[src/bmma_pkg.sv]
// ----------------------------------------------------------------------------
// bmma_pkg: shared types and constants of the block matrix multiply-accumulate
// Command codes, field widths and the product word that runs down the cells.
// ----------------------------------------------------------------------------
package bmma_pkg;

    localparam int CMD_W    = 2;
    localparam int IDXF_W   = 6;
    localparam int VAL_W    = 16;
    localparam int PROD_W   = 2 * VAL_W;
    localparam int C_W      = 48;
    localparam int SIDE_W   = 4;
    localparam int TAG_W    = 3;
    localparam int PADDR_W  = 1;
    localparam int PDATA_W  = 32;
    localparam int IN_W     = 40;
    localparam int OUT_W    = 56;

    localparam logic [CMD_W-1:0] CMD_LOAD  = 2'd0;
    localparam logic [CMD_W-1:0] CMD_ACC   = 2'd1;
    localparam logic [CMD_W-1:0] CMD_CLEAR = 2'd2;
    localparam logic [CMD_W-1:0] CMD_READ  = 2'd3;

    localparam logic [PADDR_W-1:0] REG_BLOCK_SIZE = 1'd0;

    typedef struct packed {
        logic                     valid;
        logic [TAG_W-1:0]         tag;
        logic signed [PROD_W-1:0] prod;
    } t_prod;

endpackage

[src/bmma_cell.sv]
// ----------------------------------------------------------------------------
// bmma_cell: one column cell of the dot-product chain
// Holds the running dot product of one C column for the current row, adds
// the products tagged with its column and hands every product word on.
// During write-back the sums shift one cell toward the head.
// ----------------------------------------------------------------------------
module bmma_cell #(
    parameter int IDX   = 0,
    parameter int ACC_W = 36
) (
    input  logic                    i_clk,
    input  logic                    i_rst_n,
    input  bmma_pkg::t_prod         i_prod,
    output bmma_pkg::t_prod         o_prod,
    input  logic                    i_shift,
    input  logic signed [ACC_W-1:0] i_acc_next,
    output logic signed [ACC_W-1:0] o_acc
);

    localparam logic [bmma_pkg::TAG_W-1:0] CELL_TAG = IDX[bmma_pkg::TAG_W-1:0];

    logic signed [ACC_W-1:0]            r_acc;
    logic                               r_valid;
    logic [bmma_pkg::TAG_W-1:0]         r_tag;
    logic signed [bmma_pkg::PROD_W-1:0] r_data;

    always_ff @(posedge i_clk) begin
        if (!i_rst_n) begin
            r_acc   <= '0;
            r_valid <= 1'b0;
        end else begin
            r_valid <= i_prod.valid;
            if (i_shift) begin
                r_acc <= i_acc_next;
            end else if (i_prod.valid && i_prod.tag == CELL_TAG) begin
                r_acc <= r_acc + {{(ACC_W-bmma_pkg::PROD_W){i_prod.prod[bmma_pkg::PROD_W-1]}},
                                  i_prod.prod};
            end
        end
    end

    always_ff @(posedge i_clk) begin
        r_tag  <= i_prod.tag;
        r_data <= i_prod.prod;
    end

    assign o_prod = {r_valid, r_tag, r_data};
    assign o_acc  = r_acc;

endmodule

[config.mk]
export PLATFORM = sky130hd
export DESIGN_NAME = bmma_cell
export DESIGN_NICKNAME = d
export VERILOG_FILES = /design/src/bmma_pkg.sv /design/src/bmma_cell.sv
export SDC_FILE = /design/constraint.sdc
export NUM_CORES = 1
export LEC_CHECK = 0
export BUFFER_PORTS_ARGS = -buffer_cell sky130_fd_sc_hd__buf_2
export CELL_PAD_IN_SITES_DETAIL_PLACEMENT = 1
export CELL_PAD_IN_SITES_GLOBAL_PLACEMENT = 1
export CORE_MARGIN = 3
export CORE_UTILIZATION = 40
export DETAILED_ROUTE_END_ITERATION = 6
export PLACE_DENSITY = 0.95
export RECOVER_POWER = 25
export SYNTH_ARGS = -nofsm -noshare
export SYNTH_HDL_FRONTEND = slang
export SYNTH_SLANG_ARGS = --single-unit
[constraint.sdc]
create_clock -name i_clk -period 5.8 [get_ports i_clk]
set_clock_uncertainty 0.05 [all_clocks]
set_input_delay 0.29 -clock i_clk [delete_from_list [all_inputs] [get_ports i_clk]]
set_output_delay 0.29 -clock i_clk [all_outputs]
set_load 0.005 [all_outputs]
After elaboration in Yosys (flattened, before gate mapping):

Index checks and enable logic that the tools add are counted.
W data, S select, Z words.

* register bits: 72
* input bits: 75

* add/subtract/negate cells: 1
* muxes and demuxes: 2
* reductions and logical operators: 3

Operator list (count)
* $mux W36: 2
* $add A36 B36 Y36: 1
* $logic_not A3 Y1: 1
* $reduce_bool A2 Y1: 1
* $logic_and A1 B1 Y1: 1

Depth between registers and ports, before layout:

* word-level depth: 4
* gate-level depth with buffers: 11
* gate-level depth less buffers: 11

Least setup slack after synthesis:

No wires, ideal clock.

* path type: register to register
* start: reg r_acc[0] (netlist: o_acc[0])
* end: reg r_acc[32] (netlist: o_acc[32])
* library setup time: 0.128 ns
* arrival time: 2.483 ns
* required time: 5.622 ns
* setup slack: 3.139 ns
* cell stages (with the launch flop): 12
* buffers on the path: 0
* cell sequence: dfxtp_1 ha_1 inv_1 fa_1 nand2b_1 a21o_1 a31o_1 a211o_2 o21ba_2 nor4b_2 or3_1 o211ai_1

* cells in the longest elaborated chain, start to end: 3

RTL lines
* start, declared: line bmma_cell.sv:22 `logic signed [ACC_W-1:0] r_acc;`
* start signal, assigned: line bmma_cell.sv:34 `r_acc <= i_acc_next;`
* start signal, assigned: line bmma_cell.sv:36 `r_acc <= r_acc + {{(ACC_W-bmma_pkg::PROD_W){i_prod.prod[bmma_pkg::PROD_W-1]}},`
* $add A36 B36 Y36: line bmma_cell.sv:36
* $mux W36: line bmma_cell.sv:35 `end else if (i_prod.valid && i_prod.tag == CELL_TAG) begin`
* $mux W36: line bmma_cell.sv:33 `if (i_shift) begin`

No other way between the ends. The select of a mux whose other input is x is not followed.
A chain may end at the register's enable or synchronous reset.

Worst setup path in the final report:

* start: reg r_acc[0] (netlist: o_acc[0])
* end: reg r_acc[34] (netlist: o_acc[34])

Same word-level chain as after synthesis.

==> results.cfg <==
[sta]
slew_headroom_pct = -7.09
fin_hold_ws_ns = 0.0168
tightest_slew_ns = 1.61
finalSetupViolations = 0
rsz0062_at_grt = no
fin_crit_ns = 2.93
fin_setup_tns_ns = 0
drv_slew = 33
hold_viol = 0
timing.final.ws_setup_ns = 2.87
min_period_over_period_pct = 50.6
max_freq_ghz = 0.341

[cells_and_area]
final_common_cell = buf_2
layout_common_cells = buf_2, dfxtp_1, a21oi_1
final_cells = 831
fin_area_mm2 = 0.00560
nets = 797
fillCellCount = 1389
layout-drive-gt1-share_pct = 20.9
fin_util_pct = 51.2
area_growth_pct = 23.6

[yosys]
ys_warn_count = 0
syn_area_per_cell_um2 = 8.10
syn_area_mm2 = 0.00453
synth_edf_count = 0
synth_cell_types = 70
ys_seq_area_share_pct = 31.8
synth_flop_cell = dfxtp_1
syn-num-nets = 670
synth_cells = 559
async_flop_share_pct = 0
synth-seq-cells = 72

[power_and_ir_drop]
internal_power_mw = 1.05
power_mw = 1.51
seq_power_share_pct = 36.2
p_clk_share_pct = 38.5
combPwrFrac_pct = 25.3
p_switching_uw = 461
powerDensity_mw_per_mm2 = 269
p_sw_share_pct = 30.6
leakage_nw = 2.58
peakVddDrop_v = 0.000220

[outcome]
violations = capacitance limit, slew limit
status = finished with violations

[critical_path]
critPathKind = reg2reg
r2r_cells = 11
timing.rr.end = o_acc[34]
cp.arrival_ns = 3.15
worstPathRequired_ns = 6.02
ff2ff_setup_slack_ns = 2.87
r2r-start = o_acc[0]
crit_chain = ha_1 -> inv_1 -> fa_1 -> nand2b_1 -> a21o_1 -> a31o_1 -> a21o_1 -> o41ai_4 -> o21ai_2 -> or3_1 -> a31oi_1
cp_slowest_cell = fa_1
crit_fanout = 5
crit_top_cell = a21o_1
cp-startpoint = o_acc[0]
cp-endpoint = o_acc[34]
critPathMaxStageDelay_ns = 0.39
critPathLaunchType = register
end_kind = register

[routing]
drtAntennaViolNets = 0
drt_first_pass_iters = 4
drtIter0Drc = 227
vias = 4878
finalWirelength_mm = 16.3
drcViolationCount = 0
vias_per_cell = 5.87
wl_per_cell_um = 19.6

[place]
place_area_mm2 = 0.00533
hpwl_mm = 11.9
pre_cts_slack_ns = 2.88
io_buffers = 146
gp_congestion = 0.900
dp.cells = 815

[die]
start_util_pct = 41.4
die_h_um = 112
dieArea_mm2 = 0.0126
rows = 38
core-area_mm2 = 0.0109
io_pins = 147
die_x_um = 112

[global_route]
overflow = 0
grt_pass1_vias = 5284
grt_max_degree = 46
antenna_found_initial = 1
grt_util_all_layers_pct = 25.5
grt_pass1_wl_mm = 26.3

[cts]
cts.sinks = 72
path_clk_slew_ns = 0.06
ctsHtreeMaxLevel = 3
clk_latency_ns = 0.35
numCtsBuffers = 9
cts_tree = done
cts_resized = 0
cts-root-buf = clkbuf_16
cts_setup_buffers = 0
clockBufferDepth = 2
holdBufCountCts = 0

[flow_run]
max_cap_viol_count = 1

[worst_hold_path]
holdCritPathClass = in2reg
-- kinds of logic (layout without fill, tap and decap cells) --
family	Yosys count	count (layout)	synth area share, %
compound gates	213	213	30.7
simple gates	169	169	18.5
flops	72	72	31.8
buf+inv	43	174	3.70
fa+ha+maj	36	36	10.1
xor+xnor	19	19	3.67
mux	7	7	1.57
other cells	0	1	0
-- cells in the mapped netlist, drive strengths merged, types with 3 or more instances --
library cell,n,area [um^2]
nand4,5,31.3
a31oi,10,62.6
xnor2,14,123
and3,9,62.6
nand3,16,80.1
nor2,34,128
a21oi,71,363
nand2,56,210
nand2b,7,43.8
and2,4,25.0
a21o,28,210
dfxtp,72,1440
nor3,13,70.1
or3,5,31.3
clkbuf,28,105
o21bai,5,37.5
a221o,4,40.0
inv,8,30.0
nor3b,3,22.5
or2,3,18.8
a311oi,6,52.6
mux2i,6,60.1
a211oi,8,65.1
o211ai,8,60.1
o211a,3,30.0
nor2b,5,31.3
ha,35,438
o21ai,45,229
buf,5,25.0
o22ai,3,18.8
xor2,5,43.8
-- registers in the layout, indices dropped and copies added, names as in the netlist --
name     cells
r_tag        3
r_valid      1
o_acc       36
r_data      32
-- area by class of cell --
| class | instances | area [um^2] | share of cell area (%) |
|---|---|---|---|
| Tap cell | 140 | 175 | 3.13 |
| Multi-Input combinational cell | 444 | 2930 | 52.3 |
| Sequential cell | 72 | 1440 | 25.7 |
| Clock buffer | 12 | 267 | 4.76 |
| Timing Repair Buffer | 149 | 709 | 12.7 |
| Inverter | 10 | 37.5 | 0.670 |
| Clock inverter | 3 | 40.0 | 0.715 |
| Antenna cell | 1 | 2.50 | 0.0447 |
-- worst min-delay path by stage --
stage,start,slack (ns),depth (start not counted),end
after global placement,i_prod[0],0.36,1,r_data[0]
after CTS,i_prod[25],0.003,1,r_data[25]
after detailed placement,i_prod[17],0.36,1,r_data[17]
after global routing,i_prod[17],0.01,1,r_data[17]
after floorplan,i_prod[0],0.27,0,r_data[0]
final,i_prod[17],0.02,1,r_data[17]
-- power groups by stage --
stage | registers [mW] | clock network [mW] | logic [mW]
detailed placement | 0.556 | 0 | 0.376
global route | 0.549 | 0.611 | 0.420
CTS | 0.546 | 0.590 | 0.382
global placement | 0.554 | 0 | 0.358
finish | 0.546 | 0.581 | 0.381
floorplan | 0.556 | 0 | 0.242
-- worst max-delay path: cells and delay by family, from the launching register on --
| family | cells | cell delay (ns) |
|---|---|---|
| AOI/OAI and AO/OA | 6 | 1.29 |
| adders and majority gates | 2 | 0.59 |
| and+or+nand+nor | 2 | 0.50 |
| DFF | 1 | 0.35 |
| buffers and inverters | 1 | 0.06 |
-- layer usage --
metal	wire length, um	share of wire, %	GRT usage (%)
met5	0	0	0
met4	350	2.1	8.41
met3	1080	6.6	6.09
met2	8350	51	46.6
met1	6500	40	29.3
Note: power is estimated with default switching activity, not from simulation.
